==> config.mk <==
export PLATFORM = sky130hd
export DESIGN_NAME = dns_a_response_parser_unit_flat
export DESIGN_NICKNAME = d
export VERILOG_FILES = /design/src/dnsap_pkg.sv /design/src/dnsap_if.sv /design/src/dnsap_parser.sv /design/src/dns_a_response_parser_unit.sv /design/src/flat_wrapper.sv
export VERILOG_INCLUDE_DIRS = /design/src /design/src/src
export SDC_FILE = /design/constraint.sdc
export NUM_CORES = 1
export LEC_CHECK = 0
export ABC_AREA = 1
export ABC_CLOCK_PERIOD_IN_PS = 4300
export BUFFER_PORTS_ARGS = -buffer_cell sky130_fd_sc_hd__buf_4
export CORE_MARGIN = 5
export CORE_UTILIZATION = 51
export DETAILED_ROUTE_END_ITERATION = 16
export GPL_TIMING_DRIVEN = 1
export PLACE_DENSITY = 0.78
export SYNTH_ARGS = -nofsm -noshare
export SYNTH_HDL_FRONTEND = slang
export SYNTH_HIERARCHICAL = 1
export SYNTH_SLANG_ARGS = --single-unit
==> constraint.sdc <==
create_clock -name i_clk -period 4.3 [get_ports i_clk]
set_input_delay 0 -clock i_clk [delete_from_list [all_inputs] [get_ports i_clk]]
set_output_delay 0 -clock i_clk [all_outputs]
set_load 0.03 [all_outputs]
==> src/dns_a_response_parser_unit_defines.svh <==
// Assertion macros shared by the parser modules.
`ifndef DNS_A_RESPONSE_PARSER_UNIT_DEFINES_SVH
`define DNS_A_RESPONSE_PARSER_UNIT_DEFINES_SVH

// Same-cycle implication, disabled while reset is asserted
`define DNSAP_ASSERT_NOW(lbl, clk, rst_n, ante, cons, msg) \
    lbl: assert property (@(posedge clk) disable iff (!rst_n) (ante) |-> (cons)) \
        else $error(msg);

// Next-cycle implication, disabled while reset is asserted
`define DNSAP_ASSERT_NEXT(lbl, clk, rst_n, ante, cons, msg) \
    lbl: assert property (@(posedge clk) disable iff (!rst_n) (ante) |=> (cons)) \
        else $error(msg);

`endif

==> src/dnsap_pkg.sv <==
package dnsap_pkg;

    // Field widths
    localparam int BYTE_W   = 8;
    localparam int ID_W     = 16;
    localparam int STATUS_W = 3;
    localparam int ADDR_W   = 32;
    localparam int TTL_W    = 32;
    localparam int COUNT_W  = 10;

    // Limits
    localparam int MAX_PACKET = 512;
    localparam int MAX_LABELS = 128;
    localparam int HDR_BYTES  = 12;

    // Verdict codes
    localparam logic [STATUS_W-1:0] ST_OK        = 3'd0;
    localparam logic [STATUS_W-1:0] ST_MALFORMED = 3'd1;
    localparam logic [STATUS_W-1:0] ST_TRUNCATED = 3'd2;
    localparam logic [STATUS_W-1:0] ST_NOTFOUND  = 3'd3;
    localparam logic [STATUS_W-1:0] ST_SERVFAIL  = 3'd4;
    localparam logic [STATUS_W-1:0] ST_IGNORED   = 3'd5;

    // Header flag positions and record constants
    localparam int              FLAG_QR_BIT   = 15;
    localparam int              FLAG_TC_BIT   = 9;
    localparam logic [3:0]      RCODE_NXDOMAIN = 4'd3;
    localparam logic [15:0]     TYPE_A        = 16'd1;
    localparam logic [15:0]     CLASS_IN      = 16'd1;
    localparam logic [15:0]     A_RDATA_LEN   = 16'd4;

    // One verdict word
    typedef struct packed {
        logic [STATUS_W-1:0] status;
        logic [ADDR_W-1:0]   resolved_address;
        logic [TTL_W-1:0]    answer_ttl;
    } t_result;

endpackage

==> src/dnsap_if.sv <==
// Byte channel into the parser
interface dnsap_byte_if;
    logic                          valid;
    logic                          ready;
    logic [dnsap_pkg::BYTE_W-1:0]  data_byte;
    logic                          last_byte;

    modport source (output valid, output data_byte, output last_byte, input ready);
    modport sink   (input valid, input data_byte, input last_byte, output ready);
endinterface

// Verdict channel out of the parser
interface dnsap_result_if;
    logic                            valid;
    logic                            ready;
    logic [dnsap_pkg::STATUS_W-1:0]  status;
    logic [dnsap_pkg::ADDR_W-1:0]    resolved_address;
    logic [dnsap_pkg::TTL_W-1:0]     answer_ttl;

    modport source (output valid, output status, output resolved_address,
                    output answer_ttl, input ready);
    modport sink   (input valid, input status, input resolved_address,
                    input answer_ttl, output ready);
endinterface

==> src/dnsap_parser.sv <==
`include "dns_a_response_parser_unit_defines.svh"

module dnsap_parser (
    input  logic                              i_clk,
    input  logic                              i_rst_n,
    input  logic                              i_step,
    input  logic [dnsap_pkg::BYTE_W-1:0]      i_data_byte,
    input  logic                              i_last_byte,
    input  logic [dnsap_pkg::ID_W-1:0]        i_expected_id,
    output dnsap_pkg::t_result                o_result
);

    // Parse phases
    localparam logic [3:0] PH_HEADER = 4'd0;
    localparam logic [3:0] PH_QNAME  = 4'd1;
    localparam logic [3:0] PH_QLABEL = 4'd2;
    localparam logic [3:0] PH_QPTR   = 4'd3;
    localparam logic [3:0] PH_QFIXED = 4'd4;
    localparam logic [3:0] PH_ANAME  = 4'd5;
    localparam logic [3:0] PH_ALABEL = 4'd6;
    localparam logic [3:0] PH_APTR   = 4'd7;
    localparam logic [3:0] PH_AFIXED = 4'd8;
    localparam logic [3:0] PH_RDATA  = 4'd9;
    localparam logic [3:0] PH_DONE   = 4'd10;

    localparam logic [dnsap_pkg::COUNT_W-1:0] CNT_PKT_MAX =
        dnsap_pkg::COUNT_W'(dnsap_pkg::MAX_PACKET);
    localparam logic [dnsap_pkg::COUNT_W-1:0] CNT_HDR_LAST =
        dnsap_pkg::COUNT_W'(dnsap_pkg::HDR_BYTES - 1);
    localparam logic [7:0] LABELS_MAX = 8'(dnsap_pkg::MAX_LABELS);

    logic [dnsap_pkg::COUNT_W-1:0]  r_byte_count;
    logic [3:0]                     r_phase,       n_phase;
    logic [15:0]                    r_id,          n_id;
    logic [15:0]                    r_flags,       n_flags;
    logic [15:0]                    r_questions,   n_questions;
    logic [15:0]                    r_answers,     n_answers;
    logic [5:0]                     r_label_left,  n_label_left;
    logic [7:0]                     r_labels,      n_labels;
    logic [3:0]                     r_field,       n_field;
    logic [15:0]                    r_rtype,       n_rtype;
    logic [15:0]                    r_rclass,      n_rclass;
    logic [31:0]                    r_ttl,         n_ttl;
    logic [15:0]                    r_rdata_left,  n_rdata_left;
    logic [31:0]                    r_addr,        n_addr;
    logic                           r_latched,     n_latched;
    logic [dnsap_pkg::STATUS_W-1:0] r_status,      n_status;

    logic                           do_next_q;
    logic                           do_next_a;
    logic                           do_latch;
    logic [dnsap_pkg::STATUS_W-1:0] latch_code;
    logic                           is_answer;
    logic [dnsap_pkg::STATUS_W-1:0] verdict;

    // Advance the parse by one byte
    always_comb begin
        n_phase      = r_phase;
        n_id         = r_id;
        n_flags      = r_flags;
        n_questions  = r_questions;
        n_answers    = r_answers;
        n_label_left = r_label_left;
        n_labels     = r_labels;
        n_field      = r_field;
        n_rtype      = r_rtype;
        n_rclass     = r_rclass;
        n_ttl        = r_ttl;
        n_rdata_left = r_rdata_left;
        n_addr       = r_addr;
        n_latched    = r_latched;
        n_status     = r_status;
        do_next_q    = 1'b0;
        do_next_a    = 1'b0;
        do_latch     = 1'b0;
        latch_code   = dnsap_pkg::ST_MALFORMED;
        is_answer    = (r_phase == PH_ANAME);

        unique case (r_phase) inside
            PH_HEADER: begin
                if (r_byte_count <= 10'd1) begin
                    n_id = {r_id[7:0], i_data_byte};
                end else if (r_byte_count <= 10'd3) begin
                    n_flags = {r_flags[7:0], i_data_byte};
                end else if (r_byte_count <= 10'd5) begin
                    n_questions = {r_questions[7:0], i_data_byte};
                end else if (r_byte_count <= 10'd7) begin
                    n_answers = {r_answers[7:0], i_data_byte};
                end
                // Judge the header flags on its final byte
                if (r_byte_count == CNT_HDR_LAST) begin
                    if (!r_flags[dnsap_pkg::FLAG_QR_BIT]) begin
                        do_latch   = 1'b1;
                        latch_code = dnsap_pkg::ST_MALFORMED;
                    end else if (r_flags[dnsap_pkg::FLAG_TC_BIT]) begin
                        do_latch   = 1'b1;
                        latch_code = dnsap_pkg::ST_TRUNCATED;
                    end else if (r_flags[3:0] != 4'd0) begin
                        do_latch   = 1'b1;
                        latch_code = (r_flags[3:0] == dnsap_pkg::RCODE_NXDOMAIN)
                                   ? dnsap_pkg::ST_NOTFOUND : dnsap_pkg::ST_SERVFAIL;
                    end else begin
                        do_next_q = 1'b1;
                    end
                end
            end
            PH_QNAME, PH_ANAME: begin
                // Label length, name end or compression pointer
                if (r_labels >= LABELS_MAX) begin
                    do_latch = 1'b1;
                end else if (i_data_byte == 8'd0) begin
                    n_phase = is_answer ? PH_AFIXED : PH_QFIXED;
                    n_field = 4'd0;
                end else if (i_data_byte[7:6] == 2'b11) begin
                    n_phase = is_answer ? PH_APTR : PH_QPTR;
                end else if (i_data_byte[7:6] != 2'b00) begin
                    do_latch = 1'b1;
                end else begin
                    n_label_left = i_data_byte[5:0];
                    n_labels     = r_labels + 8'd1;
                    n_phase      = is_answer ? PH_ALABEL : PH_QLABEL;
                end
            end
            PH_QLABEL, PH_ALABEL: begin
                n_label_left = r_label_left - 6'd1;
                if (n_label_left == 6'd0) begin
                    n_phase = (r_phase == PH_QLABEL) ? PH_QNAME : PH_ANAME;
                end
            end
            PH_QPTR: begin
                n_phase = PH_QFIXED;
                n_field = 4'd0;
            end
            PH_APTR: begin
                n_phase = PH_AFIXED;
                n_field = 4'd0;
            end
            PH_QFIXED: begin
                // Skip QTYPE and QCLASS
                if (r_field >= 4'd3) begin
                    n_questions = r_questions - 16'd1;
                    do_next_q   = 1'b1;
                end else begin
                    n_field = r_field + 4'd1;
                end
            end
            PH_AFIXED: begin
                // Shift in TYPE, CLASS, TTL and RDLENGTH
                if (r_field <= 4'd1) begin
                    n_rtype = {r_rtype[7:0], i_data_byte};
                end else if (r_field <= 4'd3) begin
                    n_rclass = {r_rclass[7:0], i_data_byte};
                end else if (r_field <= 4'd7) begin
                    n_ttl = {r_ttl[23:0], i_data_byte};
                end else begin
                    n_rdata_left = {r_rdata_left[7:0], i_data_byte};
                end
                if (r_field >= 4'd9) begin
                    if (!(n_rtype == dnsap_pkg::TYPE_A && n_rclass == dnsap_pkg::CLASS_IN
                          && n_rdata_left == dnsap_pkg::A_RDATA_LEN)) begin
                        n_rtype = 16'd0;
                    end
                    n_addr = 32'd0;
                    if (n_rdata_left == 16'd0) begin
                        n_answers = r_answers - 16'd1;
                        do_next_a = 1'b1;
                    end else begin
                        n_phase = PH_RDATA;
                    end
                end else begin
                    n_field = r_field + 4'd1;
                end
            end
            PH_RDATA: begin
                n_addr       = {r_addr[23:0], i_data_byte};
                n_rdata_left = r_rdata_left - 16'd1;
                if (n_rdata_left == 16'd0) begin
                    if (r_rtype == dnsap_pkg::TYPE_A) begin
                        do_latch   = 1'b1;
                        latch_code = dnsap_pkg::ST_OK;
                    end else begin
                        n_answers = r_answers - 16'd1;
                        do_next_a = 1'b1;
                    end
                end
            end
            default: begin
            end
        endcase

        // Move on to the next question, the next answer, or run out
        if (do_next_q) begin
            if (n_questions != 16'd0) begin
                n_phase  = PH_QNAME;
                n_labels = 8'd0;
            end else begin
                do_next_a = 1'b1;
            end
        end
        if (do_next_a) begin
            if (n_answers != 16'd0) begin
                n_phase  = PH_ANAME;
                n_labels = 8'd0;
            end else begin
                do_latch   = 1'b1;
                latch_code = dnsap_pkg::ST_NOTFOUND;
            end
        end
        if (do_latch) begin
            n_latched = 1'b1;
            n_status  = latch_code;
            n_phase   = PH_DONE;
        end
    end

    // Resolve the verdict for a final byte
    always_comb begin
        if (r_byte_count >= CNT_PKT_MAX) begin
            verdict = dnsap_pkg::ST_IGNORED;
        end else if (r_byte_count == '0) begin
            verdict = dnsap_pkg::ST_MALFORMED;
        end else if (n_id != i_expected_id) begin
            verdict = dnsap_pkg::ST_IGNORED;
        end else if (n_latched) begin
            verdict = n_status;
        end else begin
            verdict = dnsap_pkg::ST_MALFORMED;
        end
        o_result.status           = verdict;
        o_result.resolved_address = (verdict == dnsap_pkg::ST_OK) ? n_addr : 32'd0;
        o_result.answer_ttl       = (verdict == dnsap_pkg::ST_OK) ? n_ttl : 32'd0;
    end

    // Hold parse state; clear it on reset and after the final byte
    always_ff @(posedge i_clk) begin
        if (!i_rst_n || (i_step && i_last_byte)) begin
            r_byte_count <= '0;
            r_phase      <= PH_HEADER;
            r_id         <= '0;
            r_flags      <= '0;
            r_questions  <= '0;
            r_answers    <= '0;
            r_label_left <= '0;
            r_labels     <= '0;
            r_field      <= '0;
            r_rtype      <= '0;
            r_rclass     <= '0;
            r_ttl        <= '0;
            r_rdata_left <= '0;
            r_addr       <= '0;
            r_latched    <= 1'b0;
            r_status     <= '0;
        end else if (i_step) begin
            if (r_byte_count != '1) begin
                r_byte_count <= r_byte_count + 1'b1;
            end
            r_phase      <= n_phase;
            r_id         <= n_id;
            r_flags      <= n_flags;
            r_questions  <= n_questions;
            r_answers    <= n_answers;
            r_label_left <= n_label_left;
            r_labels     <= n_labels;
            r_field      <= n_field;
            r_rtype      <= n_rtype;
            r_rclass     <= n_rclass;
            r_ttl        <= n_ttl;
            r_rdata_left <= n_rdata_left;
            r_addr       <= n_addr;
            r_latched    <= n_latched;
            r_status     <= n_status;
        end
    end

    `DNSAP_ASSERT_NOW(a_done_latched, i_clk, i_rst_n, r_phase == PH_DONE, r_latched, "done phase without a latched verdict")
    `DNSAP_ASSERT_NEXT(a_clear_after_last, i_clk, i_rst_n, i_step && i_last_byte, r_phase == PH_HEADER && r_byte_count == '0 && !r_latched, "state not cleared after final byte")

endmodule

==> src/dns_a_response_parser_unit.sv <==
// DNS A-record response parser. Bytes of one response payload enter on i_byte,
// one word per clock, with last_byte set on the final one; exactly one verdict
// word leaves on o_result for each packet once its final byte has passed the
// input register and then the result register. Throughput is one byte
// per cycle; the input side stalls only when a final byte reaches the input
// register while the previous verdict still waits in the result register.
// expected_id is written through i_cfg_we / i_cfg_data and must only change
// while no packet is in flight. Packets over 512 bytes or with a foreign ID
// give status ignored; resolved_address and answer_ttl are zero unless ok.
`include "dns_a_response_parser_unit_defines.svh"

module dns_a_response_parser_unit (
    input  logic                          i_clk,
    input  logic                          i_rst_n,
    dnsap_byte_if.sink                    i_byte,
    dnsap_result_if.source                o_result,
    input  logic                          i_cfg_we,
    input  logic [dnsap_pkg::ID_W-1:0]    i_cfg_data
);

    logic                         r_in_valid;
    logic [dnsap_pkg::BYTE_W-1:0] r_in_byte;
    logic                         r_in_last;
    logic                         r_out_valid;
    dnsap_pkg::t_result           r_out;
    logic [dnsap_pkg::ID_W-1:0]   r_expected_id;

    logic                         out_free;
    logic                         advance;
    dnsap_pkg::t_result           verdict;

    assign out_free     = !r_out_valid || o_result.ready;
    assign advance      = r_in_valid && (!r_in_last || out_free);
    assign i_byte.ready = !r_in_valid || advance;

    // Hold the expected transaction ID
    always_ff @(posedge i_clk) begin
        if (!i_rst_n) begin
            r_expected_id <= '0;
        end else if (i_cfg_we) begin
            r_expected_id <= i_cfg_data;
        end
    end

    // Input register: load a word, drop it once parsed
    always_ff @(posedge i_clk) begin
        if (!i_rst_n) begin
            r_in_valid <= 1'b0;
        end else if (i_byte.valid && i_byte.ready) begin
            r_in_valid <= 1'b1;
        end else if (advance) begin
            r_in_valid <= 1'b0;
        end
    end

    always_ff @(posedge i_clk) begin
        if (i_byte.valid && i_byte.ready) begin
            r_in_byte <= i_byte.data_byte;
            r_in_last <= i_byte.last_byte;
        end
    end

    dnsap_parser u_parser (
        .i_clk         (i_clk),
        .i_rst_n       (i_rst_n),
        .i_step        (advance),
        .i_data_byte   (r_in_byte),
        .i_last_byte   (r_in_last),
        .i_expected_id (r_expected_id),
        .o_result      (verdict)
    );

    // Result register: load on the final byte, release when taken
    always_ff @(posedge i_clk) begin
        if (!i_rst_n) begin
            r_out_valid <= 1'b0;
        end else if (advance && r_in_last) begin
            r_out_valid <= 1'b1;
        end else if (o_result.ready) begin
            r_out_valid <= 1'b0;
        end
    end

    always_ff @(posedge i_clk) begin
        if (advance && r_in_last) begin
            r_out <= verdict;
        end
    end

    assign o_result.valid            = r_out_valid;
    assign o_result.status           = r_out.status;
    assign o_result.resolved_address = r_out.resolved_address;
    assign o_result.answer_ttl       = r_out.answer_ttl;

    `DNSAP_ASSERT_NOW(a_no_overwrite, i_clk, i_rst_n, r_in_valid && r_in_last && r_out_valid && !o_result.ready, !advance && !i_byte.ready, "final byte parsed while verdict pending")
    `DNSAP_ASSERT_NEXT(a_verdict_loaded, i_clk, i_rst_n, advance && r_in_last, r_out_valid, "verdict not presented after final byte")
    `DNSAP_ASSERT_NOW(a_zero_unless_ok, i_clk, i_rst_n, r_out_valid && r_out.status != dnsap_pkg::ST_OK, r_out.resolved_address == '0 && r_out.answer_ttl == '0, "address or ttl set on a failed verdict")

endmodule
==> src/flat_wrapper.sv <==
// flat-port wrapper written by rule: the top's interface ports become plain ports
module dns_a_response_parser_unit_flat 
  (i_clk, i_rst_n, i_cfg_we, i_cfg_data, i_byte_valid, i_byte_data_byte, i_byte_last_byte, i_byte_ready, o_result_valid, o_result_status, o_result_resolved_address, o_result_answer_ttl, o_result_ready);
  dnsap_byte_if i_byte_i ();
  dnsap_result_if o_result_i ();
  input  logic i_clk;
  input  logic i_rst_n;
  input  logic i_cfg_we;
  input  logic [dnsap_pkg::ID_W-1:0] i_cfg_data;
  input wire logic [$bits(i_byte_i.valid)-1:0] i_byte_valid;
  input wire logic [$bits(i_byte_i.data_byte)-1:0] i_byte_data_byte;
  input wire logic [$bits(i_byte_i.last_byte)-1:0] i_byte_last_byte;
  output wire logic [$bits(i_byte_i.ready)-1:0] i_byte_ready;
  output wire logic [$bits(o_result_i.valid)-1:0] o_result_valid;
  output wire logic [$bits(o_result_i.status)-1:0] o_result_status;
  output wire logic [$bits(o_result_i.resolved_address)-1:0] o_result_resolved_address;
  output wire logic [$bits(o_result_i.answer_ttl)-1:0] o_result_answer_ttl;
  input wire logic [$bits(o_result_i.ready)-1:0] o_result_ready;
  assign i_byte_i.valid = i_byte_valid;
  assign i_byte_i.data_byte = i_byte_data_byte;
  assign i_byte_i.last_byte = i_byte_last_byte;
  assign i_byte_ready = i_byte_i.ready;
  assign o_result_valid = o_result_i.valid;
  assign o_result_status = o_result_i.status;
  assign o_result_resolved_address = o_result_i.resolved_address;
  assign o_result_answer_ttl = o_result_i.answer_ttl;
  assign o_result_i.ready = o_result_ready;
  dns_a_response_parser_unit u_core (.i_clk(i_clk), .i_rst_n(i_rst_n), .i_byte(i_byte_i), .o_result(o_result_i), .i_cfg_we(i_cfg_we), .i_cfg_data(i_cfg_data));
endmodule
==> impl_metrics.json <==
{
  "grt_overflow": 0,
  "totalWireLength_microns": 48400,
  "p_per_area_mw_per_mm2": 334,
  "clockBufferDepth": 3,
  "total_leakage_power_nw": 8.75,
  "r2r-start": "u_core/u_parser/r_field[1]",
  "crit_type": "flop to flop",
  "mostFrequentLayoutCell": "nand2_1",
  "utilization_pct": 60.9,
  "drt_iter0_markers": 1780,
  "run_status": "finished clean",
  "swShare_pct": 26.5,
  "yosys.area_share.adder_pct": 1.25,
  "synth_top_family_by_area": "simple AND/OR/NAND/NOR gates",
  "cts_tree": "yes",
  "num_rows": 66,
  "synth_compound_area_share_pct": 19.6,
  "ios": 99,
  "synthSimpleGateAreaFrac_pct": 25.4,
  "crit_path_start": "u_core/u_parser/r_field[1]",
  "final_max_slew_viol_count": 0,
  "rr_endpoint": "u_core/o_result.answer_ttl[12]",
  "reg2reg_slack_ns": 0.30,
  "drt_first_pass_iters": 6,
  "area_growth_pct": 17.1,
  "grt_usage_pct": 25.4,
  "internal-power_mw": 4.88,
  "path_depth": 20,
  "synth_cell_types": 45,
  "die_h_microns": 193,
  "p_clk_share_pct": 42.0,
  "cts_made_buffers": 35,
  "rsz0062_at_grt": "no",
  "cts.sinks": 297,
  "hold_class": "input port to flop",
  "final_cell_mix": "445 x nand2_1, 396 x inv_1, 270 x o21ai_0",
  "syn_area_per_cell_sq_um": 6.87,
  "critPathLaunchType": "flop",
  "hold_violations": 0,
  "tns_ns": 0,
  "worstPathCellList": "inv_1 > ha_1 > inv_1 > a31oi_1 > buf_4 > inv_1 > nand2_1 > nand3_1 > nand4_1 > nor2_1 > nand2_1 > nor2_1 > nand3_2 > nand2_1 > nand2_1 > nand2_1 > nor2_4 > nand3_4 > buf_4 > nor2_2",
  "muxShareOfSynthArea_pct": 0.0588,
  "p_sw_mw": 1.76,
  "cts-root-buf": "clkbuf_16",
  "finalCriticalPeriod_ns": 4.00,
  "tightest_slew_ns": 1.04,
  "p_comb_share_pct": 12.2,
  "die-area_sq_mm": 0.0371,
  "synth_edf_count": 76,
  "synthArstFlopShare_pct": 0,
  "cp.arrival_ns": 4.26,
  "cp_max_fo": 24,
  "chipWidth_microns": 193,
  "numPortBuffers": 98,
  "gp_congestion": 0.964,
  "initial_core_util_pct": 52.0,
  "clock_latency_ns": 0.52,
  "synth_seq_area_share_pct": 39.4,
  "synth_top_flop_cell": "dfxtp_1",
  "ys_ff_latch": 297,
  "cap_violations": 0,
  "dp_hpwl_microns": 31900,
  "reg2reg_depth": 20,
  "yosys_warnings": 6,
  "viasPerCell": 5.55,
  "grt_max_degree": 127,
  "slowest_delay_ns": 0.71,
  "post-route-period-util_pct": 93.0,
  "hold_path_depth": 2,
  "p_seq_share_pct": 45.8,
  "fin_nets": 2649,
  "first_global_vias": 16000,
  "grt_first_pass_wirelength_microns": 78100,
  "antenna_found_initial": 0,
  "drc": 0,
  "end_kind": "flop",
  "ant_nets": 0,
  "hold_path.startpoint": "i_byte_last_byte",
  "netlist_instances": 2477,
  "crit_top_cell": "nand2_1",
  "max_freq_mhz": 250,
  "critPathRequiredTime_ns": 4.57,
  "coreArea_sq_mm": 0.0327,
  "min_to": "u_core/r_in_last",
  "syn_nets": 2524,
  "htreeDepth": 2,
  "slew_headroom_pct": 30.7,
  "path_delay_family": "simple AND/OR/NAND/NOR gates",
  "clk_pin_slew_worst_paths_ns": 0.06,
  "path_buf_inv": 5,
  "peakVddDrop_v": 0.000313,
  "via_count": 17100,
  "slowest_stage": "inv_1",
  "skew_ns": 0.0244,
  "syn_area_sq_mm": 0.0170,
  "setup_violations": 0,
  "synth_xor_xnor_area_share_pct": 1.85,
  "wl_per_cell_microns": 15.8,
  "antenna_cells": 0,
  "drive_gt1_share_pct": 12.2
}
[through the flow]
| step | total power, mW | setup slack (ns) | instance area [sq um] | instances | hold slack, ns |
|---|---|---|---|---|---|
| finish | 6.64 | 0.303 | 19900 | 3071 | 0.214 |
| global placement | 3.82 | 0.336 | 18200 | 2944 | 0.178 |
| CTS | 6.66 | 0.228 | 19800 | 3061 | 0.163 |
| detailed placement | 3.84 | 0.246 | 18200 | 2944 | 0.179 |
| global route | 6.91 | 0.0191 | 19900 | 3071 | 0.204 |
| floorplan | 3.63 | 1.13 | 17000 | 2477 | 0.0989 |
[kinds of logic after synthesis]
logic type / Yosys count
compound gates: 603
xor+xnor: 36
fa+ha+maj: 17
buf+inv: 537
flops: 297
mux: 1
simple gates: 986
[worst max path at each step]
| stage | endpoint | slack [ns] |
|---|---|---|
| final | u_core/o_result.answer_ttl[12] | 0.30 |
| after global routing | u_core/o_result.resolved_address[31] | 0.02 |
| after CTS | u_core/o_result.answer_ttl[12] | 0.23 |
| after detailed placement | u_core/o_result.resolved_address[31] | 0.25 |
| after global placement | u_core/o_result.answer_ttl[7] | 0.34 |
| after floorplan | u_core/o_result.answer_ttl[7] | 1.13 |
[cell type report]
type / count / area (sq um)
multi-input combinational: 1643 / 8210
timing repair buffer: 218 / 1830
clock inverter: 14 / 86.3
inverter: 407 / 1530
sequential: 297 / 6710
tap: 442 / 553
fill: 2901 / 12800
clock buffer: 50 / 997
[Yosys cell counts (2+ instances only)]
master    count  area share, %
nand2_1     446            9.8
inv_1       400            8.8
o21ai_0     270            7.9
nor2_1      235            5.2
dfxtp_1     221             26
a21oi_1     176            5.2
nand3_1     124            3.6
clkbuf_1     96            2.1
edfxtp_1     76             13
nor2_2       69            2.5
o211ai_1     46            2.0
o22ai_1      35            1.3
nand4_1      34            1.3
nor3_1       32           0.94
a211oi_1     26            1.1
xor2_1       25            1.3
o21ai_1      21           0.62
nor4_1       19           0.70
ha_1         17            1.3
buf_2        13           0.38
a221oi_1     11           0.57
xnor2_1      11           0.57
a31oi_1       8           0.29
buf_1         8           0.18
buf_6         8           0.53
nand2_2       6           0.22
nor2_4        6           0.40
a22oi_1       5           0.22
buf_4         5           0.22
inv_2         5           0.11
or2_2         5           0.18
nand3_2       3           0.18
clkinv_1      2          0.044
nand3b_1      2          0.088
[state kept, by name, indices dropped and copies added (netlist names), 3 cells and up]
name / cells
u_core/u_parser/r_answers: 16
u_core/u_parser/r_status: 3
u_core/u_parser/r_byte_count: 10
u_core/o_result.status: 3
u_core/u_parser/r_rclass: 16
u_core/u_parser/r_id: 16
u_core/r_in_byte: 8
u_core/u_parser/r_rtype: 16
u_core/r_expected_id: 16
u_core/u_parser/r_labels: 8
u_core/u_parser/r_phase: 4
u_core/o_result.resolved_address: 32
u_core/o_result.answer_ttl: 32
u_core/u_parser/r_ttl: 32
u_core/u_parser/r_rdata_left: 16
u_core/u_parser/r_addr: 32
u_core/u_parser/r_questions: 16
u_core/u_parser/r_field: 4
u_core/u_parser/r_flags: 7
u_core/u_parser/r_label_left: 6
[metal layers]
layer | vias to the layer above | wire length, microns | GRT usage, %
li1 | 8344 | - | -
met1 | 7798 | 20100 | 33.0
met2 | 778 | 22600 | 42.5
met3 | 138 | 4090 | 4.38
met4 | 0 | 1670 | 9.71
met5 | - | 0 | 0
[power groups by stage]
stage	clock, mW	combinational, mW	sequential (mW)
2_1_floorplan	0	0.523	3.10
3_3_place_gp	0	0.725	3.10
3_5_place_dp	0	0.741	3.10
4_1_cts	2.83	0.789	3.04
5_1_grt	2.95	0.904	3.05
6_report	2.79	0.807	3.05
[repair_timing]
item / in CTS / in global routing
hold buffers: 53 / 0
setup buffers: 0 / 10
resized for setup: 0 / 2
hold endpoints to repair: 27 / 0
setup endpoints to repair: 0 / 57
Power figures use the tool's default switching activity.
